## src/rtl/agcs_pkg.sv

```systemverilog
// Shared constants, types and arithmetic helpers for the gravity-compensated setpoint block.
`default_nettype none
package agcs_pkg;

    localparam int ANGLE_WIDTH_DEF = 16;
    localparam int N_JOINTS        = 4;
    localparam int STIFF_W         = 16;
    localparam int CFG_IDX_W       = 2;
    localparam int CORDIC_ITERS    = 30;
    localparam int CORDIC_LAT      = CORDIC_ITERS + 2;
    localparam int TORQUE_LAT      = 5;
    localparam int Z_W             = 35;
    localparam int XY_W            = 34;
    localparam int TRIG_W          = 33;
    localparam int TORQ_W          = 34;
    localparam int DIV_NW          = 43;
    localparam int DIV_DW          = 39;

    typedef logic        [STIFF_W-1:0] t_stiff;
    typedef logic signed [TRIG_W-1:0]  t_trig;
    typedef logic signed [TORQ_W-1:0]  t_torque;
    typedef logic        [CFG_IDX_W-1:0] t_cfg_idx;

    localparam t_stiff                STIFF_RESET = 16'd2048;
    localparam logic signed [XY_W-1:0] CORDIC_GAIN = 34'sd652032874;
    localparam logic signed [Z_W-1:0]  PI_Q30      = 35'sd3373259426;
    localparam logic signed [Z_W-1:0]  HALF_PI_Q30 = 35'sd1686629713;
    localparam t_trig                 COEF_A      = 33'sd1546304191;
    localparam t_trig                 COEF_B      = 33'sd648857889;

    localparam t_cfg_idx REG_STIFF_J1 = 2'd0;
    localparam t_cfg_idx REG_STIFF_J2 = 2'd1;
    localparam t_cfg_idx REG_STIFF_J3 = 2'd2;
    localparam t_cfg_idx REG_STIFF_J4 = 2'd3;

    function automatic logic signed [Z_W-1:0] atan_q30(input int unsigned idx);
        logic signed [Z_W-1:0] v;
        case (idx)
            0:  v = 35'sh3243F6A8;
            1:  v = 35'sh1DAC6705;
            2:  v = 35'sh0FADBAFC;
            3:  v = 35'sh07F56EA6;
            4:  v = 35'sh03FEAB76;
            5:  v = 35'sh01FFD55B;
            6:  v = 35'sh00FFFAAA;
            7:  v = 35'sh007FFF55;
            8:  v = 35'sh003FFFEA;
            9:  v = 35'sh001FFFFD;
            10: v = 35'sh000FFFFF;
            11: v = 35'sh0007FFFF;
            12: v = 35'sh0003FFFF;
            13: v = 35'sh0001FFFF;
            14: v = 35'sh0000FFFF;
            15: v = 35'sh00007FFF;
            16: v = 35'sh00003FFF;
            17: v = 35'sh00001FFF;
            18: v = 35'sh00000FFF;
            19: v = 35'sh000007FF;
            20: v = 35'sh000003FF;
            21: v = 35'sh000001FF;
            22: v = 35'sh000000FF;
            23: v = 35'sh0000007F;
            24: v = 35'sh0000003F;
            25: v = 35'sh0000001F;
            26: v = 35'sh0000000F;
            27: v = 35'sh00000008;
            28: v = 35'sh00000004;
            29: v = 35'sh00000002;
            default: v = '0;
        endcase
        return v;
    endfunction

    // Q30 product with floor rounding.
    function automatic t_trig mul30(input t_trig a, input t_trig b);
        logic signed [2*TRIG_W-1:0] p;
        p = a * b;
        return p[TRIG_W+29:30];
    endfunction

endpackage
`default_nettype wire

```

## src/rtl/agcs_div.sv

```systemverilog
// Pipelined restoring divider lane that turns one joint torque into a rounded angle offset.
`default_nettype none
module agcs_div #(
    parameter int AW = agcs_pkg::ANGLE_WIDTH_DEF,
    parameter int QW = AW + 9
) (
    input  logic                 i_clk,
    input  logic                 i_en,
    input  agcs_pkg::t_torque    i_torque,
    input  agcs_pkg::t_stiff     i_stiff,
    input  logic signed [AW-1:0] i_angle,
    output logic [QW-1:0]        o_quot,
    output logic                 o_neg,
    output logic signed [AW-1:0] o_angle
);
    import agcs_pkg::*;

    localparam int SH = 33 - AW;

    logic [DIV_DW-1:0]    r_rem [QW+1];
    logic [DIV_DW-1:0]    r_dvs [QW+1];
    logic [QW-1:0]        r_num [QW+1];
    logic [QW-1:0]        r_q   [QW+1];
    logic                 r_neg [QW+1];
    logic signed [AW-1:0] r_ang [QW+1];

    t_stiff            k_eff;
    logic [DIV_DW-1:0] den;
    logic [TORQ_W-1:0] mag;
    logic [DIV_NW-1:0] num;

    always_comb begin
        k_eff = (i_stiff == '0) ? t_stiff'(1) : i_stiff;
        den   = DIV_DW'(k_eff) << SH;
        mag   = i_torque[TORQ_W-1] ? TORQ_W'(-i_torque) : TORQ_W'(i_torque);
        num   = (DIV_NW'(mag) << 9) + DIV_NW'(den);
    end

    always_ff @(posedge i_clk) begin
        if (i_en) begin
            r_rem[0] <= DIV_DW'(num >> QW);
            r_dvs[0] <= den << 1;
            r_num[0] <= num[QW-1:0];
            r_q[0]   <= '0;
            r_neg[0] <= i_torque[TORQ_W-1];
            r_ang[0] <= i_angle;
        end
    end

    for (genvar i = 0; i < QW; i++) begin : g_step
        logic [DIV_DW:0] trial;
        logic            qbit;
        assign trial = {r_rem[i], r_num[i][QW-1-i]};
        assign qbit  = (trial >= {1'b0, r_dvs[i]});
        always_ff @(posedge i_clk) begin
            if (i_en) begin
                r_rem[i+1] <= qbit ? DIV_DW'(trial - {1'b0, r_dvs[i]}) : trial[DIV_DW-1:0];
                r_q[i+1]   <= {r_q[i][QW-2:0], qbit};
                r_dvs[i+1] <= r_dvs[i];
                r_num[i+1] <= r_num[i];
                r_neg[i+1] <= r_neg[i];
                r_ang[i+1] <= r_ang[i];
            end
        end
    end

    assign o_quot  = r_q[QW];
    assign o_neg   = r_neg[QW];
    assign o_angle = r_ang[QW];
endmodule
`default_nettype wire

```

## config.mk

```make
export PLATFORM = sky130hd
export DESIGN_NAME = agcs_div
export DESIGN_NICKNAME = d
export VERILOG_FILES = /design/src/rtl/agcs_pkg.sv /design/src/rtl/agcs_div.sv
export SDC_FILE = /design/constraint.sdc
export NUM_CORES = 2
export LEC_CHECK = 0
export ABC_AREA = 1
export BUFFER_PORTS_ARGS = -buffer_cell sky130_fd_sc_hd__clkbuf_2
export CAP_MARGIN = 20
export CORE_UTILIZATION = 63
export CTS_CLUSTER_DIAMETER = 40
export DETAILED_ROUTE_END_ITERATION = 7
export PLACE_DENSITY = 0.78
export SYNTH_ARGS = -nofsm -noshare
export SYNTH_HDL_FRONTEND = slang
export SYNTH_SLANG_ARGS = --single-unit
```

## constraint.sdc

```tcl
create_clock -name i_clk -period 4 [get_ports i_clk]
set_input_delay 1.2 -clock i_clk [delete_from_list [all_inputs] [get_ports i_clk]]
set_output_delay 1.2 -clock i_clk [all_outputs]
set_load 0.005 [all_outputs]
```

=== Yosys cells after proc, flatten, opt, wreduce, memory -nomap -nowiden ===
Memories as Yosys holds them, arrays and structs flattened.
Index checks and enable logic that the tools add are counted.

* Add/sub/neg operators: 27
* $mul: 0
* Div/mod/pow operators: 0
* Magnitude comparators: 25
* Equality and inequality tests: 0
* Shift operators: 0
* Mux-type cells: 29
* Bitwise operators: 0
* Reductions and logical operators: 1

{| class="wikitable"
|+ Operator list
! kind !! count
|-
| $ge 40x39->1 || 25
|-
| $mux 39 || 25
|-
| $sub 39x39->39 || 25
|-
| $add 43x33->43 || 1
|-
| $mux 34 || 1
|-
| $neg 34->34 || 1
|-
| $logic_not 16->1 || 1
|-
| $mux 16 || 1
|-
| $mux 1 || 2
|}

* Flip-flop bits (word level): 0
* Bits in latches: 0
* Bits in writable memories: 3770
* ROM bits: 0
* Input bits: 68
* Output and inout bits: 42
* Logic and storage cells: 88
* Memories: 6

{| class="wikitable"
|+ Memory list
! name !! depth !! bits a word !! read ports !! clocked after memory_dff !! wr ports !! line !! source
|-
| r_dvs || 26 || 39 || 25 || 0 || 26 || agcs_div.sv:21 || <nowiki>logic [DIV_DW-1:0] r_dvs [QW+1];</nowiki>
|-
| r_rem || 26 || 39 || 25 || 0 || 26 || agcs_div.sv:20 || <nowiki>logic [DIV_DW-1:0] r_rem [QW+1];</nowiki>
|-
| r_num || 26 || 25 || 25 || 0 || 26 || agcs_div.sv:22 || <nowiki>logic [QW-1:0] r_num [QW+1];</nowiki>
|-
| r_q || 26 || 25 || 26 || 0 || 26 || agcs_div.sv:23 || <nowiki>logic [QW-1:0] r_q [QW+1];</nowiki>
|-
| r_ang || 26 || 16 || 26 || 0 || 26 || agcs_div.sv:25 || <nowiki>logic signed [AW-1:0] r_ang [QW+1];</nowiki>
|-
| r_neg || 26 || 1 || 26 || 0 || 26 || agcs_div.sv:24 || <nowiki>logic r_neg [QW+1];</nowiki>
|}

=== Depth between registers and ports, before layout ===
* Depth in word-level cells: 3
* Mapped depth: 21
* Gate-level depth less buffers: 21

=== Least setup slack after synthesis ===
OpenSTA, ideal clock, no wires.

* Path type: input to register
* Start point: input i_torque[33]
* End point: memory r_rem[0][15] (data pin)
* Library setup time: 0.252 ns
* Arrival time: 3.301 ns
* Required time: 3.748 ns
* Setup slack: 0.446 ns
* Cell stages on the path: 19
* Buffers on the path: 3
* Cells stage by stage: buf_2 buf_2 clkbuf_1 nand2_1 xor2_1 ha_1 nand3_1 nand2_1 nand3_1 nand2_1 nand2_1 nand2_1 nand2_1 nand2_1 nand3_1 nand2_1 nand2_1 nand2_1 nand2_1

{| class="wikitable"
|+ RTL lines
! what !! line !! source
|-
| from (decl) || agcs_div.sv:9 || <nowiki>input agcs_pkg::t_torque i_torque,</nowiki>
|-
| to (decl) || agcs_div.sv:20 ||
|}

==> results.yml <==
synth:
  avgSynthCellArea_um2: 11.9
  synthTopCellsByArea: "edfxtp_1 66%, nand2_1 5.7%, ha_1 5.0%"
  yosys_warnings: 0
  synthArstFlopShare_pct: 0
  synthesis.nets: 8936
  synth_most_common_cell: "edfxtp_1"
  synth_area_leader_cell: "edfxtp_1"
  synth_ff_type: "edfxtp_1"
  synthesis.area_um2: 101000
  synth_top_cell_area_share_pct: 66.3
  syn_inst: 8440
  synth.distinct_cells: 59
  ys_seq_elements: 2221
  synth-seq-area-share_pct: 66.3
  synthTopCellsByCount: "2,221 x edfxtp_1, 1,528 x nand2_1, 852 x inv_1"
  synth_edf_count: 2221
timing:
  max_freq_ghz: 0.309
  fin_crit_ns: 3.24
  timing.hold.ws_ns: 0.383
  slew_violations: 0
  rsz0062_at_grt: "false"
  period_share_pct: 81.0
  clock_skew_ns: 0.0655
  setup_violations: 0
  tns_ns: 0
  relSlewSlack_pct: 32.7
  hold_violations: 0
  worstMarginPinSlew_ns: 1.00
die:
  fp.dieW_um: 401
  start_util_pct: 63.5
  core_region_area_um2: 158000
  ioPinCount: 110
  dieArea_um2: 161000
  fp.dieH_um: 401
  rows: 146
clocking:
  cts_buffer_depth: 4
  cts_tree: "done"
  ctsResizeCount: 0
  root_buffer: "clkbuf_16"
  cts_setup_buffers: 0
  numCtsBuffers: 289
  clk_pin_slew_worst_paths_ns: 0.06
  clk-insertion-delay-late_ns: 0.92
  cts_hold_buf: 0
  h-tree-depth: 5
  cts.sinks: 2221
detailed_routing:
  wl_per_cell_um: 21.4
  first_iter_violations: 6644
  ant_nets: 0
  vias_per_cell: 5.83
  first_pass_iters: 6
  drcViolationCount: 0
  wl_um: 238000
  num_vias: 64900
placed_design:
  port_buffers: 109
  dp_cells: 10600
  place_congestion: 0.961
  dpl.hpwl_um: 169000
layout:
  drive_gt1_share_pct: 10.5
  area_growth_pct: 12.8
  fin_nets: 9343
  final_cells: 11100
  post-route-util_pct: 71.6
global_routing:
  grtUsageTotal_pct: 29.6
  antenna_found_initial: 5
  grt.overflow.total: 0
  grt_pass1_vias: 64000
  grt_pass1_wl_um: 366000
  grt_max_degree: 89
critical_path:
  cp.required_ns: 4.64
  worstPathArrival_ns: 3.88
  start_kind: "primary input"
  crit_type: "in -> reg"
  endpoint_kind: "flop"
  crit_path_max_fanout: 5
status:
  run_status: "finished clean"
hold_path:
  min_path_type: "reg -> reg"
power_and_ir_drop:
  power_density_nw_per_um2: 684
  ir_worst_vdd_mv: 0.603
  finalPower_mw: 77.6
  p_leak_nw: 43.5
job:
  maxCapViolations: 0
==> worst max-delay path: stages <==
cell      delay, ns
clkbuf_2       0.09
inv_1          0.10
nand3_1        0.15
nor3_2         0.22
inv_1          0.07
o21ai_0        0.33
xnor2_1        0.18
ha_1           0.41
nand2_1        0.11
o21ai_0        0.36
a21oi_1        0.12
nand2_1        0.15
nand3_1        0.11
nand2_1        0.11
nand2_1        0.06
nand2_1        0.06
nand2_1        0.04
==> per-stage QoR <==
stage                     area, um^2  setup WS (ns)
after floorplan               101000          0.446
after global placement        104000         -0.156
after detailed placement      104000         -0.107
after CTS                     113000          0.829
after global routing          113000          0.535
final                         113000          0.759
==> path summary, 6_finish.rpt <==
path | start | to | slack (ns) | cells past startpoint
min | r_q[1][25] | r_q[1][51] | 0.38 | 0
max reg2reg | r_rem[0][17] | r_rem[0][65] | 0.86 | 10
min reg2reg | r_q[1][25] | r_q[1][51] | 0.38 | 0
max | i_torque[1] | r_rem[0][15] | 0.76 | 17
==> power by group <==
| part | switching [mW] | internal [mW] |
|---|---|---|
| clock | 10.1 | 14.6 |
| sequential | 2.30 | 30.2 |
| combinational | 13.1 | 7.26 |
==> placed cells by master, fill, tap and decap left out, drive strengths merged, types with 139 or more instances in the layout <==
cell / synthesis / layout
edfxtp: 2221 / 2221
nand3: 351 / 351
ha: 404 / 404
o21ai: 621 / 621
xor2: 221 / 221
nor2: 661 / 661
clkbuf: 17 / 429
a21oi: 522 / 522
nand2: 1547 / 1547
nor4: 158 / 158
xnor2: 147 / 147
buf: 114 / 139
inv: 881 / 932
==> registers in the layout (all words and copies together), names as in the netlist <==
register / flops
r_rem: 918
r_ang: 416
r_neg: 26
r_num: 136
r_q: 325
r_dvs: 400
==> layout make-up <==
class | instances | area, um^2
diodes | 1 | 2.50
clock buffers | 321 | 7460
clock inverters | 182 | 1700
fillers | 10600 | 45000
inverters | 882 | 3310
multi-input cells | 5206 | 29600
flip-flops and latches | 2221 | 66700
well taps | 2072 | 2590
repair buffers | 247 | 2010
==> metal layers <==
| metal | routed length [um] | global-route usage (%) | vias to the layer above |
|---|---|---|---|
| met2 | 115000 | 49.3 | 2514 |
| met4 | 10600 | 12.7 | 6 |
| met5 | 30 | 0 | - |
| met1 | 97900 | 39.1 | 31000 |
| met3 | 14300 | 4.10 | 644 |
| li1 | - | - | 30700 |
==> cells by family (layout without fill, tap and decap cells) <==
family | count (synthesis) | count (layout) | synth area share (%)
compound gates | 1368 | 1368 | 7.59
xor+xnor | 368 | 368 | 3.21
fa+ha+maj | 428 | 428 | 5.51
buf+inv | 1013 | 1632 | 4.19
flops | 2221 | 2221 | 66.3
other cells | 0 | 1 | 0
simple gates | 3042 | 3042 | 13.2
(Power assumes the default switching activity.)
