<file path="src/rtl/agcs_pkg.sv">
// Shared constants, types and arithmetic helpers for the gravity-compensated setpoint block.
`default_nettype none
package agcs_pkg;

    localparam int ANGLE_WIDTH_DEF = 16;
    localparam int N_JOINTS        = 4;
    localparam int STIFF_W         = 16;
    localparam int CFG_IDX_W       = 2;
    localparam int CORDIC_ITERS    = 30;
    localparam int CORDIC_LAT      = CORDIC_ITERS + 2;
    localparam int TORQUE_LAT      = 5;
    localparam int Z_W             = 35;
    localparam int XY_W            = 34;
    localparam int TRIG_W          = 33;
    localparam int TORQ_W          = 34;
    localparam int DIV_NW          = 43;
    localparam int DIV_DW          = 39;

    typedef logic        [STIFF_W-1:0] t_stiff;
    typedef logic signed [TRIG_W-1:0]  t_trig;
    typedef logic signed [TORQ_W-1:0]  t_torque;
    typedef logic        [CFG_IDX_W-1:0] t_cfg_idx;

    localparam t_stiff                STIFF_RESET = 16'd2048;
    localparam logic signed [XY_W-1:0] CORDIC_GAIN = 34'sd652032874;
    localparam logic signed [Z_W-1:0]  PI_Q30      = 35'sd3373259426;
    localparam logic signed [Z_W-1:0]  HALF_PI_Q30 = 35'sd1686629713;
    localparam t_trig                 COEF_A      = 33'sd1546304191;
    localparam t_trig                 COEF_B      = 33'sd648857889;

    localparam t_cfg_idx REG_STIFF_J1 = 2'd0;
    localparam t_cfg_idx REG_STIFF_J2 = 2'd1;
    localparam t_cfg_idx REG_STIFF_J3 = 2'd2;
    localparam t_cfg_idx REG_STIFF_J4 = 2'd3;

    function automatic logic signed [Z_W-1:0] atan_q30(input int unsigned idx);
        logic signed [Z_W-1:0] v;
        case (idx)
            0:  v = 35'sh3243F6A8;
            1:  v = 35'sh1DAC6705;
            2:  v = 35'sh0FADBAFC;
            3:  v = 35'sh07F56EA6;
            4:  v = 35'sh03FEAB76;
            5:  v = 35'sh01FFD55B;
            6:  v = 35'sh00FFFAAA;
            7:  v = 35'sh007FFF55;
            8:  v = 35'sh003FFFEA;
            9:  v = 35'sh001FFFFD;
            10: v = 35'sh000FFFFF;
            11: v = 35'sh0007FFFF;
            12: v = 35'sh0003FFFF;
            13: v = 35'sh0001FFFF;
            14: v = 35'sh0000FFFF;
            15: v = 35'sh00007FFF;
            16: v = 35'sh00003FFF;
            17: v = 35'sh00001FFF;
            18: v = 35'sh00000FFF;
            19: v = 35'sh000007FF;
            20: v = 35'sh000003FF;
            21: v = 35'sh000001FF;
            22: v = 35'sh000000FF;
            23: v = 35'sh0000007F;
            24: v = 35'sh0000003F;
            25: v = 35'sh0000001F;
            26: v = 35'sh0000000F;
            27: v = 35'sh00000008;
            28: v = 35'sh00000004;
            29: v = 35'sh00000002;
            default: v = '0;
        endcase
        return v;
    endfunction

    // Q30 product with floor rounding.
    function automatic t_trig mul30(input t_trig a, input t_trig b);
        logic signed [2*TRIG_W-1:0] p;
        p = a * b;
        return p[TRIG_W+29:30];
    endfunction

endpackage
`default_nettype wire

</file>
<file path="src/rtl/agcs_merge.sv">
// Output stage that applies the offsets, saturates each lane and merges the flags.
`default_nettype none
module agcs_merge #(
    parameter int AW = agcs_pkg::ANGLE_WIDTH_DEF,
    parameter int QW = AW + 9
) (
    input  logic                 i_clk,
    input  logic                 i_en,
    input  logic [QW-1:0]        i_quot  [agcs_pkg::N_JOINTS],
    input  logic                 i_neg   [agcs_pkg::N_JOINTS],
    input  logic signed [AW-1:0] i_angle [agcs_pkg::N_JOINTS],
    output logic signed [AW-1:0] o_comp  [agcs_pkg::N_JOINTS],
    output logic                 o_sat
);
    import agcs_pkg::*;

    localparam int RW = QW + 2;
    localparam logic signed [RW-1:0] R_MAX = RW'({1'b0, {(AW-1){1'b1}}});
    localparam logic signed [RW-1:0] R_MIN = -R_MAX - RW'(1);

    logic signed [RW-1:0] off  [N_JOINTS];
    logic signed [RW-1:0] diff [N_JOINTS];
    logic signed [AW-1:0] n_comp [N_JOINTS];
    logic [N_JOINTS-1:0]  lane_sat;
    logic signed [AW-1:0] r_comp [N_JOINTS];
    logic                 r_sat;

    always_comb begin
        for (int j = 0; j < N_JOINTS; j++) begin
            off[j]  = i_neg[j] ? -RW'(i_quot[j]) : RW'(i_quot[j]);
            diff[j] = RW'(i_angle[j]) - off[j];
            if (diff[j] > R_MAX) begin
                n_comp[j]   = R_MAX[AW-1:0];
                lane_sat[j] = 1'b1;
            end else if (diff[j] < R_MIN) begin
                n_comp[j]   = R_MIN[AW-1:0];
                lane_sat[j] = 1'b1;
            end else begin
                n_comp[j]   = diff[j][AW-1:0];
                lane_sat[j] = 1'b0;
            end
        end
    end

    always_ff @(posedge i_clk) begin
        if (i_en) begin
            r_comp <= n_comp;
            r_sat  <= |lane_sat;
        end
    end

    assign o_comp = r_comp;
    assign o_sat  = r_sat;
endmodule
`default_nettype wire

</file>
<file path="config.mk">
export PLATFORM = sky130hd
export DESIGN_NAME = agcs_merge
export DESIGN_NICKNAME = d
export VERILOG_FILES = /design/src/rtl/agcs_pkg.sv /design/src/rtl/agcs_merge.sv
export SDC_FILE = /design/constraint.sdc
export NUM_CORES = 1
export LEC_CHECK = 0
export ABC_AREA = 1
export BUFFER_PORTS_ARGS = -buffer_cell sky130_fd_sc_hd__buf_2
export CORE_MARGIN = 1.5
export CORE_UTILIZATION = 48
export CTS_BUF_LIST = sky130_fd_sc_hd__clkbuf_2
export DETAILED_ROUTE_END_ITERATION = 8
export PLACE_DENSITY_LB_ADDON = 0.12
export SKIP_LAST_GASP = 1
export SLEW_MARGIN = 30
export SYNTH_ARGS = -nofsm -noshare
export SYNTH_HDL_FRONTEND = slang
export SYNTH_SLANG_ARGS = --single-unit
</file>
<file path="constraint.sdc">
create_clock -name i_clk -period 4.8 [get_ports i_clk]
set_clock_uncertainty 0.15 [all_clocks]
set_input_delay 0 -clock i_clk [delete_from_list [all_inputs] [get_ports i_clk]]
set_output_delay 0 -clock i_clk [all_outputs]
set_load 0.1 [all_outputs]
</file>
Yosys cells after proc, flatten, opt, wreduce, memory -nomap -nowiden
Cells that the tools add are included. W data, S select, Z words.

Input port bits: 170. Word-level logic and storage cells: 38. Output and inout bits: 65. Bits in registers: 65.

Magnitude comparators: 8. Mux-type cells: 16. Reduce and logical (&&, ||, !) cells: 1. $add $sub $neg: 8.

Operator list (count): $gt A27 B16 Y1 const B (4); $lt A27 B16 Y1 const B (4); $mux W27 (4); $neg A25 Y27 (4); $sub A16 B27 Y27 (4); $mux W16 (4); $mux W1 (8); $reduce_or A4 Y1 (1).

Longest topological paths before layout
Depth after elaboration: 7. Depth in mapped cells: 31. Mapped depth without buffers: 30.

Least setup slack after synthesis
No wires, ideal clock.

Kind: input port to flip-flop. Start point: input port i_quot[26] (netlist bit). End point: register r_comp (netlist bit o_comp[21]), data pin. Path buffers: 1. Library setup time: 252 ps. Arrival time: 2984 ps. Slack: 1414 ps. Required time: 4398 ps. Cell stages on the path: 23. Path through: inv_1 nand3_1 nand3b_1 nor3_1 nand3_1 nor3_1 inv_1 nor2_1 a21oi_1 xor2_1 ha_1 nand2_1 nor2_1 inv_1 nor2_1 nand3_1 nand3_1 nand2_1 nand2_1 nand4_1 o21bai_4 buf_6 nand2_1.

Cells in the longest elaborated chain, start to end: 5. Elaborated cells on any way between the ends: 6. Classes of those cells: add/sub (2); order compare (2); mux (2).

RTL lines: start: declaration (line agcs_merge.sv:9) `input logic [QW-1:0] i_quot [agcs_pkg::N_JOINTS],`; $neg A25 Y27 (line agcs_merge.sv:30) `off[j] = i_neg[j] ? -RW'(i_quot[j]) : RW'(i_quot[j]);`; $mux W27 * (line agcs_merge.sv:30); $sub A16 B27 Y27 * (line agcs_merge.sv:31) `diff[j] = RW'(i_angle[j]) - off[j];`; $lt A27 B16 Y1 (line agcs_merge.sv:35) `end else if (diff[j] < R_MIN) begin`; $mux W16 (line agcs_merge.sv:35); end signal: assignment (line agcs_merge.sv:47) `r_comp <= n_comp;`; end: declaration (line agcs_merge.sv:25) `logic signed [AW-1:0] r_comp [N_JOINTS];`.

Mark *: on every way between the ends. The rest lies on a longest branch, timed or not. A chain may end at the register's enable or synchronous reset.

Final worst setup path
Start point: input port i_quot[0] (netlist bit). End point: register r_sat, in the netlist o_sat, data pin.

Cells in the longest elaborated chain, start to end: 7. Elaborated cells on any way between the ends: 8. Classes of those cells: add/sub (2); order compare (2); mux (3); reduce/logical (1).

RTL lines: $neg A25 Y27 (line agcs_merge.sv:30); $mux W27 * (line agcs_merge.sv:30); $sub A16 B27 Y27 * (line agcs_merge.sv:31); $lt A27 B16 Y1 (line agcs_merge.sv:35); $mux W1 (line agcs_merge.sv:35); $mux W1 * (line agcs_merge.sv:32) `if (diff[j] > R_MAX) begin`; $reduce_or A4 Y1 * (line agcs_merge.sv:48) `r_sat <= |lane_sat;`; end signal: assignment (line agcs_merge.sv:48); end: declaration (line agcs_merge.sv:26) `logic r_sat;`.

Marks and branches as above.

==> results.txt <==
The flow ran to the end, and the final reports show no timing, DRC or antenna violations. Horizontal die dimension: 167.5 µm. The logs give 0 ps for the final setup TNS and 2760 for the count of fill cells added during filler insertion. Counting tap cells, the placed design contains a total of 2782 instances. The design draws 4.112 mW.

The wire-length estimate of the detail-placed layout is 32.29 mm. The number of stages on the worst hold path is 5, and the leakage power total is 8.329 nW. The tools report the number of antenna violations at the first check in global routing as 1. From synthesis to final layout, the design area changed by 18.23%.

The biggest area contributor in the post-synthesis netlist is sky130_fd_sc_hd__nand2_1. The area of all placed cells without fillers was 0.01536 mm². The setup path with the least slack is of type input port to register. For the end-of-flow core utilization, the log shows 0.5748.

The worst setup path is captured at a register. Setup repair after global routing left no endpoint under its margin. The top cell family by delay on the critical path was simple AND/OR/NAND/NOR gates. The power density over the cells is 267.6 mW/mm², and the number of setup buffers added after CTS is 0. Smallest setup slack after layout: 544.2 ps.

For the global-route track usage on met3, the log shows 0.03002. The tools report the total wire length after detailed routing as 38.40 mm. By area the synthesized netlist is led by sky130_fd_sc_hd__nand2_1 22%, sky130_fd_sc_hd__edfxtp_1 15%, sky130_fd_sc_hd__inv_1 11%.

VDD sags by at most 0.0002998 V. For this run, the detailed router's first-pass iteration total came to 6. TritonCTS built the clock tree.

The worst slew margin relative to its limit is 0.4421. The final hold slack is 70.27 ps, and the clock-pin slew of the registers on the worst-case setup and hold paths is 180 ps. The die extent in y was 167.5 µm; the final critical path time including I/O delays and setup was 4256 ps. Setup violations remaining at the end of the flow were counted as 0. For the combined global-route utilization of all metal layers, the log shows 0.2705. Floorplan die area: 0.02807 mm².

The post-layout net count is 2809. Data arrives at the worst endpoint at 4380 ps. Leaving out filler cells and counting taps, the final layout contains 2874. For the portion of the post-synthesis area used by sequential elements, the log shows 0.1502.

After global routing, the most crowded layer is met2. The post-synthesis cell area is 0.01299 mm², and the ratio of cells with drive above 1 in the final layout is 0.1351. The placed instances occupy a cell area of 0.01449 mm². The most repeated library cell on the critical path was sky130_fd_sc_hd__nand2_1.

Register bit count reported by yosys: 65. Static timing analysis puts the maximum clock frequency at 235.0 MHz. At the end of routability-driven placement, the weighted congestion stood at 0.9546. The count of pins over their slew limit came out at 0. Each instance of the synthesized netlist takes up on average 5.848 µm². The total CTS buffers is 9, and the effective utilization at floorplan is 0.4862. In this run the worst path has a maximum fanout of 16. For the count of max-cap constraint violations, the log shows 0. Number of cells on the critical path: 28. The area share of the leading cell type in the synthesized netlist works out to 0.2164. CTS H-tree depth: 3.

Counting both buffers and inverters, the worst setup path holds a total of 5. The min-delay analysis places its worst path in the category input port to register. After the first detailed-routing iteration, the DRC count stood at 1075. The count of port buffers added during placement is 234, and the data required time at the worst endpoint is 4930 ps.

The core area is 0.02673 mm², and the total number of yosys warnings is 0. The logs give 0 for the residual DRC count and 235 for the number of placed I/O pins. The cell at the root of the clock tree was sky130_fd_sc_hd__clkbuf_2. The run gives 50 as the count of unique library cells instantiated by Yosys. Average wire per standard cell: 13.36 µm. Synthesis produced a netlist whose cell count is 2222.

The worst setup path is launched from an input port. The slowest stage of the critical path is the sky130_fd_sc_hd__dlygate4sd3_1 cell. Once detail routing completed, the nets flagged for antenna violations numbered 0. Row generation in the floorplan step produced 60 rows. The tools report the largest net degree at the start of global routing as 66.

For this run, the slowest stage of the critical path takes 520 ps. For this block, the via count after detailed routing is 14640. The logs give 0.4813 for the met2 global-route usage and 519.9 ps for the post-placement worst setup slack. The run gives 0 as the final hold violation count.

The met1 usage in global routing was 0.3406. The ratio of routed vias to standard cells is 5.095, and the via count of the first global-routing pass is 13800. The clock sink total was 65; the synthesized netlist net count was 2504. For this run the aggregate overflow at the end of global routing stands at 0. The final clock period utilization by the worst path is 0.8866. For the pin with the worst max-slew slack, the measured transition is 836.8 ps. The longest clock path from root to sink contains 2 buffers. For the first-pass GRT wire length, the log shows 62.67 mm.
## cell families after synthesis
| logic type | Yosys count | share of synthesized area |
|---|---|---|
| AO/OA/AOI/OAI | 231 | 0.1041 |
| AND/OR/NAND/NOR | 1259 | 0.4132 |
| XOR/XNOR | 148 | 0.1003 |
| buffers and inverters | 407 | 0.1220 |
| adder cells (fa/ha/maj) | 112 | 0.1102 |
| flip-flops | 65 | 0.1502 |
## cell usage after synthesis, drive strengths merged
cell type,n
nor3,34
nor2,231
edfxtp,65
o41ai,3
buf,10
fa,4
clkbuf,7
and3,2
nand3b,13
nor4,6
o21a,5
inv,386
xor2,102
xnor2,46
a21oi,105
nand3,148
a41oi,1
a31oi,8
nand2,769
and2,4
o21ai,86
o31ai,7
a21o,2
o211ai,1
nand4,44
ha,108
o21bai,12
clkinv,4
a21boi,1
or2,7
or4,1
## tightest hold or removal path, stage by stage
cell and delay, ps:
sky130_fd_sc_hd__buf_2 210, sky130_fd_sc_hd__nand3_1 130, sky130_fd_sc_hd__nand2_1 100, sky130_fd_sc_hd__nand2_2 90, sky130_fd_sc_hd__nand2_4 60
## worst paths after layout
check | from | endpoint | slack (ps)
max | i_quot[0] | o_sat | 540
min | i_neg[3] | o_comp[63] | 70
## final cells by class
cell class	count	area, µm²	area share
Clock inverter	6	58.81	0.003828
Multi-Input combinational cell	1750	9472	0.6166
Timing Repair Buffer	311	1937	0.1261
Sequential cell	65	1952	0.1271
Antenna cell	1	2.502	0.0001629
Clock buffer	10	50.05	0.003258
Tap cell	341	426.7	0.02777
Inverter	390	1464	0.09529
## layer usage
layer  share of wire  vias to the layer above
met5               0                        -
met1            0.45                     6509
met3           0.054                       61
met2            0.47                      409
li1                -                     7663
met4           0.028                        0
## placed cells by master, fill, tap and decap left out, drive strengths merged, types with 13 or more instances in the layout
cell	instances
nand3b	13
nand4	44
nor3	34
nor2	231
dlygate4sd3	75
nand3	148
a21oi	105
xnor2	46
xor2	102
edfxtp	65
o21ai	86
buf	236
nand2	769
inv	386
ha	108
## where the power goes
group | switching [mW] | leakage [nW] | internal (mW) | total, mW
Combinational | 2.12 | 7.62 | 0.836 | 2.96
Sequential | 0.0490 | 0.643 | 0.767 | 0.816
Clock | 0.218 | 0.0654 | 0.119 | 0.336
Total | 2.39 | 8.33 | 1.72 | 4.11
## state kept, by name, summed over array words and instances (netlist names)
signal	flops
o_sat	1
o_comp	64
## repair_timing
item | 4_1_cts | 5_1_grt
hold buffers | 75 | 0
endpoints found under the hold margin | 71 | 0
gates resized for setup | 0 | 3
setup endpoints to repair | 0 | 1
(Power assumes the default switching activity.)
